[src/sv/wid_pkg.sv]
package wid_pkg;

	localparam int unsigned WORD_W = 64;
	localparam int unsigned CNT_W  = 6;

	// final iteration of the radix-2 loop
	localparam logic [CNT_W-1:0] LAST_STEP = CNT_W'(WORD_W - 1);

	typedef struct packed {
		logic load;  // capture operands, set up special cases
		logic step;  // one shift/subtract iteration
		logic fix;   // sign fix-up, write output register
	} wid_cmd_t;

	typedef struct packed {
		logic special;  // result already known at load, skip iterations
	} wid_sts_t;

endpackage

[src/sv/wid_datapath.sv]
module wid_datapath (
	input  logic                      clk,
	input  logic                      arst_n,
	input  wid_pkg::wid_cmd_t         cmd,
	output wid_pkg::wid_sts_t         sts,
	input  logic                      op,
	input  logic [wid_pkg::WORD_W-1:0] hi,
	input  logic [wid_pkg::WORD_W-1:0] lo,
	input  logic [wid_pkg::WORD_W-1:0] dv,
	output logic [wid_pkg::WORD_W-1:0] quo,
	output logic [wid_pkg::WORD_W-1:0] rem
);
	import wid_pkg::*;

	// quo_q shifts dividend bits out at the top and quotient bits in at the bottom
	logic [WORD_W-1:0] rem_q, quo_q, div_q, out_quo_q, out_rem_q;
	logic              xneg_q, yneg_q, special_q;

	logic              xneg, yneg, sgn_zero, uns_ovf;
	logic [WORD_W-1:0] ax, ay;
	logic [WORD_W-1:0] shifted;
	logic [WORD_W:0]   diff;
	logic              ge, r_nz;
	logic [WORD_W-1:0] q_fix, r_fix;

	assign xneg     = lo[WORD_W-1];
	assign yneg     = dv[WORD_W-1];
	assign ax       = xneg ? (~lo + 1'b1) : lo;
	assign ay       = yneg ? (~dv + 1'b1) : dv;
	assign sgn_zero = (dv == '0);
	assign uns_ovf  = (hi >= dv);

	assign shifted = {rem_q[WORD_W-2:0], quo_q[WORD_W-1]};
	assign diff    = {rem_q[WORD_W-1], shifted} - {1'b0, div_q};
	assign ge      = rem_q[WORD_W-1] | ~diff[WORD_W];

	// floored correction of the magnitude result
	assign r_nz = (rem_q != '0);

	always_comb begin
		if (xneg_q ^ yneg_q) begin
			q_fix = r_nz ? ~quo_q : (~quo_q + 1'b1);
		end else begin
			q_fix = quo_q;
		end
		case ({xneg_q, yneg_q})
			2'b11:   r_fix = ~rem_q + 1'b1;
			2'b01:   r_fix = r_nz ? (rem_q - div_q) : rem_q;
			2'b10:   r_fix = r_nz ? (div_q - rem_q) : rem_q;
			default: r_fix = rem_q;
		endcase
	end

	always_ff @(posedge clk or negedge arst_n) begin
		if (!arst_n) begin
			xneg_q    <= 1'b0;
			yneg_q    <= 1'b0;
			special_q <= 1'b0;
		end else if (cmd.load) begin
			if (op) begin
				special_q <= sgn_zero;
				xneg_q    <= xneg & ~sgn_zero;
				yneg_q    <= yneg & ~sgn_zero;
			end else begin
				special_q <= uns_ovf;
				xneg_q    <= 1'b0;
				yneg_q    <= 1'b0;
			end
		end
	end

	always_ff @(posedge clk) begin
		if (cmd.load) begin
			if (op) begin
				quo_q <= sgn_zero ? '0 : ax;
				rem_q <= sgn_zero ? lo : '0;
				div_q <= ay;
			end else begin
				quo_q <= uns_ovf ? hi : lo;
				rem_q <= uns_ovf ? lo : hi;
				div_q <= dv;
			end
		end else if (cmd.step) begin
			rem_q <= ge ? diff[WORD_W-1:0] : shifted;
			quo_q <= {quo_q[WORD_W-2:0], ge};
		end
		if (cmd.fix) begin
			out_quo_q <= q_fix;
			out_rem_q <= r_fix;
		end
	end

	assign sts.special = special_q;
	assign quo         = out_quo_q;
	assign rem         = out_rem_q;

endmodule

[src/sv/wid_ctrl.sv]
module wid_ctrl (
	input  logic              clk,
	input  logic              arst_n,
	input  logic              s_valid,
	output logic              s_ready,
	output logic              m_valid,
	input  logic              m_ready,
	output wid_pkg::wid_cmd_t cmd,
	input  wid_pkg::wid_sts_t sts
);
	import wid_pkg::*;

	typedef enum logic [1:0] {
		ST_IDLE,
		ST_RUN,
		ST_FIX
	} state_t;

	state_t           state_q;
	logic [CNT_W-1:0] cnt_q;
	logic             out_valid_q;
	logic             out_free;

	assign out_free = ~out_valid_q | m_ready;
	assign s_ready  = (state_q == ST_IDLE);
	assign m_valid  = out_valid_q;

	assign cmd.load = (state_q == ST_IDLE) & s_valid;
	assign cmd.step = (state_q == ST_RUN) & ~sts.special;
	assign cmd.fix  = (state_q == ST_FIX) & out_free;

	always_ff @(posedge clk or negedge arst_n) begin
		if (!arst_n) begin
			state_q     <= ST_IDLE;
			cnt_q       <= '0;
			out_valid_q <= 1'b0;
		end else begin
			if (cmd.fix) begin
				out_valid_q <= 1'b1;
			end else if (m_ready) begin
				out_valid_q <= 1'b0;
			end
			case (state_q)
				ST_IDLE: begin
					if (s_valid) begin
						state_q <= ST_RUN;
						cnt_q   <= '0;
					end
				end
				ST_RUN: begin
					if (sts.special) begin
						state_q <= ST_FIX;
					end else begin
						if (cnt_q == LAST_STEP) begin
							state_q <= ST_FIX;
						end
						cnt_q <= cnt_q + 1'b1;
					end
				end
				ST_FIX: begin
					if (out_free) begin
						state_q <= ST_IDLE;
					end
				end
				default: begin
					state_q <= ST_IDLE;
				end
			endcase
		end
	end

	a_accept_starts: assert property (@(posedge clk) disable iff (!arst_n)
		s_valid && s_ready |=> state_q == ST_RUN && cnt_q == '0)
		else $error("accepted transfer did not start iterations");

	a_last_step: assert property (@(posedge clk) disable iff (!arst_n)
		state_q == ST_RUN && !sts.special && cnt_q == LAST_STEP |=> state_q == ST_FIX)
		else $error("loop did not end after final step");

	a_fix_fills: assert property (@(posedge clk) disable iff (!arst_n)
		cmd.fix |=> out_valid_q && state_q == ST_IDLE)
		else $error("fix-up did not present a result");

endmodule

[src/sv/wide_integer_divider_unit.sv]
// channel   | direction | handshake                     | payload
// s_axis    | in        | s_axis_tvalid / s_axis_tready | tuser: operation; tdata: operands
// m_axis    | out       | m_axis_tvalid / m_axis_tready | tdata: quotient, remainder
//
// One transfer in flight at a time; from accept to result a regular divide
// runs 1 load, 64 radix-2 shift/subtract steps and 1 sign fix-up.
// Overflowing unsigned divides and signed divides by zero skip the 64 steps.
// Iterations run on a single 65-bit subtractor, one quotient bit per cycle.
// Reset is asynchronous, active low; it clears the controller and the datapath
// sign/special flags, operand and output words are left as they are.
// A stalled m_axis result sits in an output register; the next operand
// transfer is taken meanwhile, and only its final fix-up cycle waits.
module wide_integer_divider_unit (
	input  logic         clk,
	input  logic         arst_n,
	input  logic         s_axis_tvalid,
	output logic         s_axis_tready,
	input  logic [191:0] s_axis_tdata,  // dividend_high, dividend_low, divisor
	input  logic         s_axis_tuser,  // operation (0 unsigned 128/64, 1 signed floored)
	output logic         m_axis_tvalid,
	input  logic         m_axis_tready,
	output logic [127:0] m_axis_tdata   // quotient, remainder
);
	import wid_pkg::*;

	wid_cmd_t          cmd;
	wid_sts_t          sts;
	logic [WORD_W-1:0] quo, rem;

	// controller: sequencing, iteration count, output handshake
	wid_ctrl u_ctrl (
		.clk     (clk),
		.arst_n  (arst_n),
		.s_valid (s_axis_tvalid),
		.s_ready (s_axis_tready),
		.m_valid (m_axis_tvalid),
		.m_ready (m_axis_tready),
		.cmd     (cmd),
		.sts     (sts)
	);

	// datapath: operand magnitudes, restoring divide loop, floored fix-up
	wid_datapath u_dp (
		.clk    (clk),
		.arst_n (arst_n),
		.cmd    (cmd),
		.sts    (sts),
		.op     (s_axis_tuser),
		.hi     (s_axis_tdata[WORD_W-1:0]),
		.lo     (s_axis_tdata[2*WORD_W-1:WORD_W]),
		.dv     (s_axis_tdata[3*WORD_W-1:2*WORD_W]),
		.quo    (quo),
		.rem    (rem)
	);

	assign m_axis_tdata = {rem, quo};

endmodule

[config.mk]
export PLATFORM = sky130hd
export DESIGN_NAME = wide_integer_divider_unit
export DESIGN_NICKNAME = d
export VERILOG_FILES = /design/src/sv/wid_pkg.sv /design/src/sv/wid_datapath.sv /design/src/sv/wid_ctrl.sv /design/src/sv/wide_integer_divider_unit.sv
export SDC_FILE = /design/constraint.sdc
export NUM_CORES = 2
export LEC_CHECK = 0
export BUFFER_PORTS_ARGS = -buffer_cell sky130_fd_sc_hd__buf_4
export CORE_MARGIN = 2
export CORE_UTILIZATION = 56
export DETAILED_ROUTE_END_ITERATION = 10
export PLACE_DENSITY = 0.76
export SLEW_MARGIN = 20
export SYNTH_ARGS = -nofsm -noshare
export SYNTH_HDL_FRONTEND = slang
export SYNTH_SLANG_ARGS = --single-unit
[constraint.sdc]
create_clock -name clk -period 7.48 [get_ports clk]
set_clock_uncertainty 0.15 [all_clocks]
set_input_delay 1.122 -clock clk [delete_from_list [all_inputs] [get_ports clk]]
set_output_delay 1.122 -clock clk [all_outputs]
set_load 0.02 [all_outputs]
Word-level counts from Yosys, hierarchy flattened
Index checks and enable logic that the tools add are counted.
{"block": "totals", "inputBits": 197, "elab_cells": 86, "register_bits": 332, "output_inout_bits": 130}
{"block": "op_classes", "mux": 32, "n_lt_le_gt_ge": 1, "reduce_logical": 8, "n_bitwise": 16, "addsub": 8, "eq_ne": 10}
{"op": "$mux W64", "count": 18}
{"op": "$add A64 B1 Y64 const B", "count": 4}
{"op": "$not A64 Y64", "count": 4}
{"op": "$pmux W64 S3", "count": 1}
{"op": "$sub A64 B64 Y64", "count": 2}
{"op": "$sub A65 B64 Y65", "count": 1}
{"op": "$ge A64 B64 Y1", "count": 1}
{"op": "$logic_not A64 Y1", "count": 1}
{"op": "$reduce_bool A64 Y1", "count": 1}
{"op": "$mux W6", "count": 2}
{"op": "$pmux W6 S2", "count": 1}
{"op": "$mux W2", "count": 4}
{"op": "$add A6 B1 Y6 const B", "count": 1}
{"op": "$eq A2 B2 Y1 const B", "count": 3}
{"op": "$eq A6 B6 Y1 const B", "count": 1}
{"op": "$pmux W2 S3", "count": 1}
{"op": "$reduce_and A3 Y1", "count": 2}
{"op": "$reduce_bool A2 Y1", "count": 3}
{"op": "$and A1 B1 Y1", "count": 5}
{"op": "$mux W1", "count": 5}
{"op": "$eq A2 B1 Y1 const B", "count": 2}
{"op": "$ne A2 B2 Y1 const B", "count": 2}
{"op": "$not A1 Y1", "count": 4}
{"op": "$ne A3 B2 Y1 const B", "count": 1}
{"op": "4 further kinds", "count": 5}

Longest topological paths before layout
{"block": "logic_depth", "ltp_word": 6, "depth_mapped": 17, "depth_no_buf": 16}

Modules after synthesis
A second synthesis with hierarchy kept.
{"block": "unflattened", "hier_cells": 4069, "area_unflattened_um2": 34083.9}
{"module": "wid_datapath", "area_per_inst_um2": 33633.5, "instances": 1, "cells_per_inst": 4025, "seq_area_each_um2": 9684.3}
{"module": "wid_ctrl", "area_per_inst_um2": 450.4, "instances": 1, "cells_per_inst": 44, "seq_area_each_um2": 225.2}

Least setup slack after synthesis
OpenSTA, ideal clock, no wires.
{"block": "synth_timing", "path_type": "input -> register", "start": "input m_axis_tready", "end": "register u_dp.out_quo_q[0] (netlist: u_dp.quo[0]), enable pin", "setup_ps": 632, "arrival_time_ps": 6895, "required_ps": 6698, "n_path_buf": 0, "stages": 2, "path_slack_ps": -197, "path_cell_list": "nand2b_1 -> nor2b_1"}
{"element": "start: declaration", "line_no": "wide_integer_divider_unit.sv:21", "rtl": "input logic m_axis_tready,"}
{"element": "end signal: assignment", "line_no": "wid_datapath.sv:88", "rtl": "out_quo_q <= q_fix;"}
{"element": "end: declaration", "line_no": "wid_datapath.sv:16", "rtl": "logic [WORD_W-1:0] rem_q, quo_q, div_q, out_quo_q, out_rem_q;"}

Final worst setup path
{"block": "layout_timing", "start": "register u_dp.rem_q[50]", "end": "register u_dp.out_quo_q[61] (netlist: u_dp.quo[61]), data pin"}
{"block": "layout_between", "elab_chain_len": 3}
{"element": "start: declaration", "line_no": "wid_datapath.sv:16"}
{"element": "start signal: assignment", "line_no": "wid_datapath.sv:76", "rtl": "rem_q <= sgn_zero ? lo : '0;"}
{"element": "start signal: assignment", "line_no": "wid_datapath.sv:80", "rtl": "rem_q <= uns_ovf ? lo : hi;"}
{"element": "start signal: assignment", "line_no": "wid_datapath.sv:84", "rtl": "rem_q <= ge ? diff[WORD_W-1:0] : shifted;"}
{"element": "$reduce_bool A64 Y1", "line_no": "wid_datapath.sv:38", "rtl": "assign r_nz = (rem_q != '0);"}
{"element": "$mux W64", "line_no": "wid_datapath.sv:42", "rtl": "q_fix = r_nz ? ~quo_q : (~quo_q + 1'b1);"}
{"element": "$mux W64", "line_no": "wid_datapath.sv:41", "rtl": "if (xneg_q ^ yneg_q) begin"}
{"element": "named net u_dp.q_fix[61]", "line_no": "wid_datapath.sv:24", "rtl": "logic [WORD_W-1:0] q_fix, r_fix;"}
The timed path passes the listed nets, and every way through them passes these cells.
A chain may end at the register's enable or synchronous reset.

==> results by group <==
Floorplan
  – Height of the die: between 200 and 250 um
  – Die Footprint: just over 0.06 mm2
  – Initial Util: 0.569
  – Core footprint: 0.0579 mm2
  – Chip Width: 247 um
  – Num rows: a little under 90
  – IO Pins: 327

Synth
  – Seq/Total Area, Yosys: 0.300
  – Mapped Area: around 0.033 mm2
  – FF+latch count, synth: around 330
  – EDFF count, synth: between 300 and 400
  – Post-Synthesis Cells: 4,120
  – Ys Warns: 0
  – Dominant synthesized flop cell: edfxtp_1
  – Mean post-synth cell area: between 8 and 9 um2
  – Mapped Nets: 4,585
  – Yosys cell types: 95
  – Async SR Flop Fraction: 0.0361

Pwr
  – PwrDens: ~510 mW/mm2
  – Combinational Power Share: 0.655
  – Sequential power share: 0.239
  – Switching Fraction: 0.519
  – Clock power frac: 0.106
  – Internal power: approximately 9100 uW
  – Switching power: about 9900 uW
  – Pleak: 0.0152 uW
  – Max VDD drop: around 0.29 mV

Clock tree
  – Total setup buffers inserted after CTS: 0
  – CTS hold repair buffers: 0
  – CTS resizes: 0
  – CTS tree: done
  – Clk slew on worst S/H paths: 70 ps
  – CTS buffer count: 39
  – Root Driver: clkbuf_16
  – H-Tree Level Count: 2
  – Worst-skew pair later-pin latency: 600 ps
  – Clock buffer depth: 3
  – Clock Sinks: 332

Placement
  – GPL Wtd Cong: just over 1
  – Hpwl dp: about 99,000 um
  – Placed Cells: between 5,000 and 6,000
  – # port buffers: about 330

Routing
  – Total wire length: about 130,000 um
  – Drt drc: 0
  – Drt first pass iters: 9
  – DR iter-0 viols: 5,464
  – DR vias: around 35,000
  – Vias per Instance: between 6 and 7
  – Avg WL per Cell: around 25 um
  – Post-DRT Antenna Nets: 0

Timing
  – Setup_tns: 0 ps
  – Setup violators final: 0
  – Final Critical Period: 5440 ps
  – RSZ-0062 raised after global routing: false
  – Fin crit share: 0.727
  – Worst-Margin Slew: around 1100 ps
  – Slew Viols, Final: 0
  – Worst slew margin: 0.259
  – Fmax achieved: roughly 180 MHz
  – Final hold vios: 0

Layout
  – Final Util: 0.643
  – P&R area growth vs syn: 12.9%
  – Nets: 4,762
  – Sequential Area: slightly below 0.01 mm2
  – Filler cell count: 5,156
  – Multi-input gate area in the final layout: ~0.021 mm2
  – Layout cells sized above 1: 0.114
  – Finished Layout Cells: ~5,100

Critical path
  – Critical Path Fanout Max: 10
  – Count of cells along the worst register-to-register path: 12
  – CP Class: reg -> reg
  – Slowest CP cell: or4_4
  – Critical R2R Capture: u_dp.quo[61]$_DFFE_PP_
  – Worst R2R Start: u_dp.rem_q[50]$_DFFE_PP_
  – Data arrival, critical path: about 5600 ps
  – Element type at the critical path start: register
  – Critical Path End Type: register
  – CP required: ~7700 ps
  – Worst reg2reg setup slack: a little over 2000 ps
  – Critical path, cell by cell: or4_4 -> or4_4 -> nor4_4 -> nand4_2 -> nor4b_4 -> nand4_1 -> nor3_1 -> nand2_1 -> nor2_1 -> nand2_1 -> o41ai_1 -> xnor2_1
  – CP max stage delay: 600 ps

Global routing
  – GRT Total Usage: 0.405
  – Largest net degree at the start of global routing: approximately 100
  – Vias in the first global route: ~31,000
  – First-pass GRT wire length: 189,000 um
  – Total grt overflow: 0
  – Initial antenna violation count: 11

Outcome
  – Status: complete, no violations

Flow run
  – Max Cap Viol: 0

Worst hold path
  – Worst Hold Class: in -> async
cell usage after synthesis (28+ instances only):
cell type  number  share of area
a221oi_1       55          0.015
and3_1         55          0.010
nand2_1       441          0.050
xor2_1         34         0.0090
clkbuf_1      214          0.024
o21a_1         31         0.0071
or3_1          58          0.011
nor3_1        124          0.019
nor4_1         33         0.0063
a31oi_1        90          0.017
o31ai_1        58          0.013
xnor2_1       165          0.044
a21oi_1       440          0.067
nand4_1        64          0.012
nand3_1        97          0.015
edfxtp_1      320           0.29
inv_1         267          0.030
ha_1          265           0.10
nor2_1        258          0.029
o211ai_1       28         0.0064
a21o_1        133          0.030
a211oi_1       70          0.016
o21bai_1       47          0.011
o21ai_0       342          0.052
how the worst max path moves through the flow:
stage | start | to
floorplan | m_axis_tready | u_dp.quo[0]$_DFFE_PP_
global placement | s_axis_tdata[142] | u_dp.quo_q[8]$_DFFE_PP_
detailed placement | s_axis_tdata[142] | u_dp.quo_q[8]$_DFFE_PP_
CTS | s_axis_tdata[142] | u_dp.quo_q[8]$_DFFE_PP_
global route | s_axis_tdata[142] | u_dp.quo_q[18]$_DFFE_PP_
finish | u_dp.rem_q[50]$_DFFE_PP_ | u_dp.quo[61]$_DFFE_PP_
worst max-delay path, delay by kind of cell, from the launching register on:
kind | cells | cell delay (ps)
AO/OA/AOI/OAI | 1 | 430
XOR/XNOR | 1 | 120
flip-flops | 1 | 560
AND/OR/NAND/NOR | 10 | 3880
power by group through the flow:
stage / clock network (uW) / registers (uW) / logic [uW]
2_1_floorplan: 0 / 4440 / 8250
5_1_grt: 2070 / 4590 / 13400
6_report: 2000 / 4540 / 12400
3_3_place_gp: 0 / 4470 / 11900
3_5_place_dp: 0 / 4480 / 11900
4_1_cts: 2020 / 4470 / 12000
final cells by class:
cell class / instances / area share
multi-input combinational: 3291 / 0.571
sequential: 332 / 0.266
timing repair buffer: 365 / 0.0745
clock buffer: 48 / 0.0277
inverter: 268 / 0.0272
tap: 765 / 0.0257
clock inverter: 24 / 0.00753
antenna: 6 / 0.000403
metrics by stage:
step	cell area (um2)	hold WS [ps]	worst slack [ps]	total power, uW
4_1_cts	37200	234	2240	18500
3_3_place_gp	35900	342	1690	16300
2_1_floorplan	33000	300	2280	12700
3_5_place_dp	35900	346	1630	16400
5_1_grt	37200	258	1800	20100
6_report	37200	249	2040	19000
flip-flops by register name, indices dropped and copies added, names as in the netlist:
| name | flops |
|---|---|
| u_dp.xneg_q | 1 |
| u_dp.rem_q | 64 |
| u_dp.rem | 64 |
| u_dp.sts | 1 |
| u_ctrl.state_q | 2 |
| u_dp.yneg_q | 1 |
| u_dp.quo_q | 64 |
| u_dp.div_q | 64 |
| u_ctrl.cnt_q | 6 |
| u_dp.quo | 64 |
| u_ctrl.m_valid | 1 |
routing by layer:
metal	global-route usage	up-vias	share of wire
met5	0	-	0.00055
met4	0.135	10	0.038
met3	0.0941	297	0.14
met2	0.552	2457	0.39
met1	0.618	16099	0.43
li1	-	15788	-
placed cells by master, fill, tap and decap left out, types with 58 or more instances in the layout:
cell      count
nand2_1     440
a21oi_1     440
buf_4       363
o21ai_0     342
edfxtp_1    320
inv_1       265
ha_1        263
nor2_1      256
xnor2_1     165
a21o_1      133
nor3_1      124
nand3_1      97
a31oi_1      90
a211oi_1     70
nand4_1      64
or3_1        58
o31ai_1      58
logic make-up after synthesis:
| kind of cell | after synthesis | synth area share |
|---|---|---|
| AOI/OAI and AO/OA | 1545 | 0.300 |
| xor gates and xnor gates | 199 | 0.0528 |
| adders and majority gates | 268 | 0.102 |
| buffers and inverters | 497 | 0.0568 |
| DFF | 332 | 0.300 |
| muxes | 6 | 0.00197 |
| and+or+nand+nor | 1273 | 0.185 |
No activity file was read; power rests on OpenSTA's default activity.
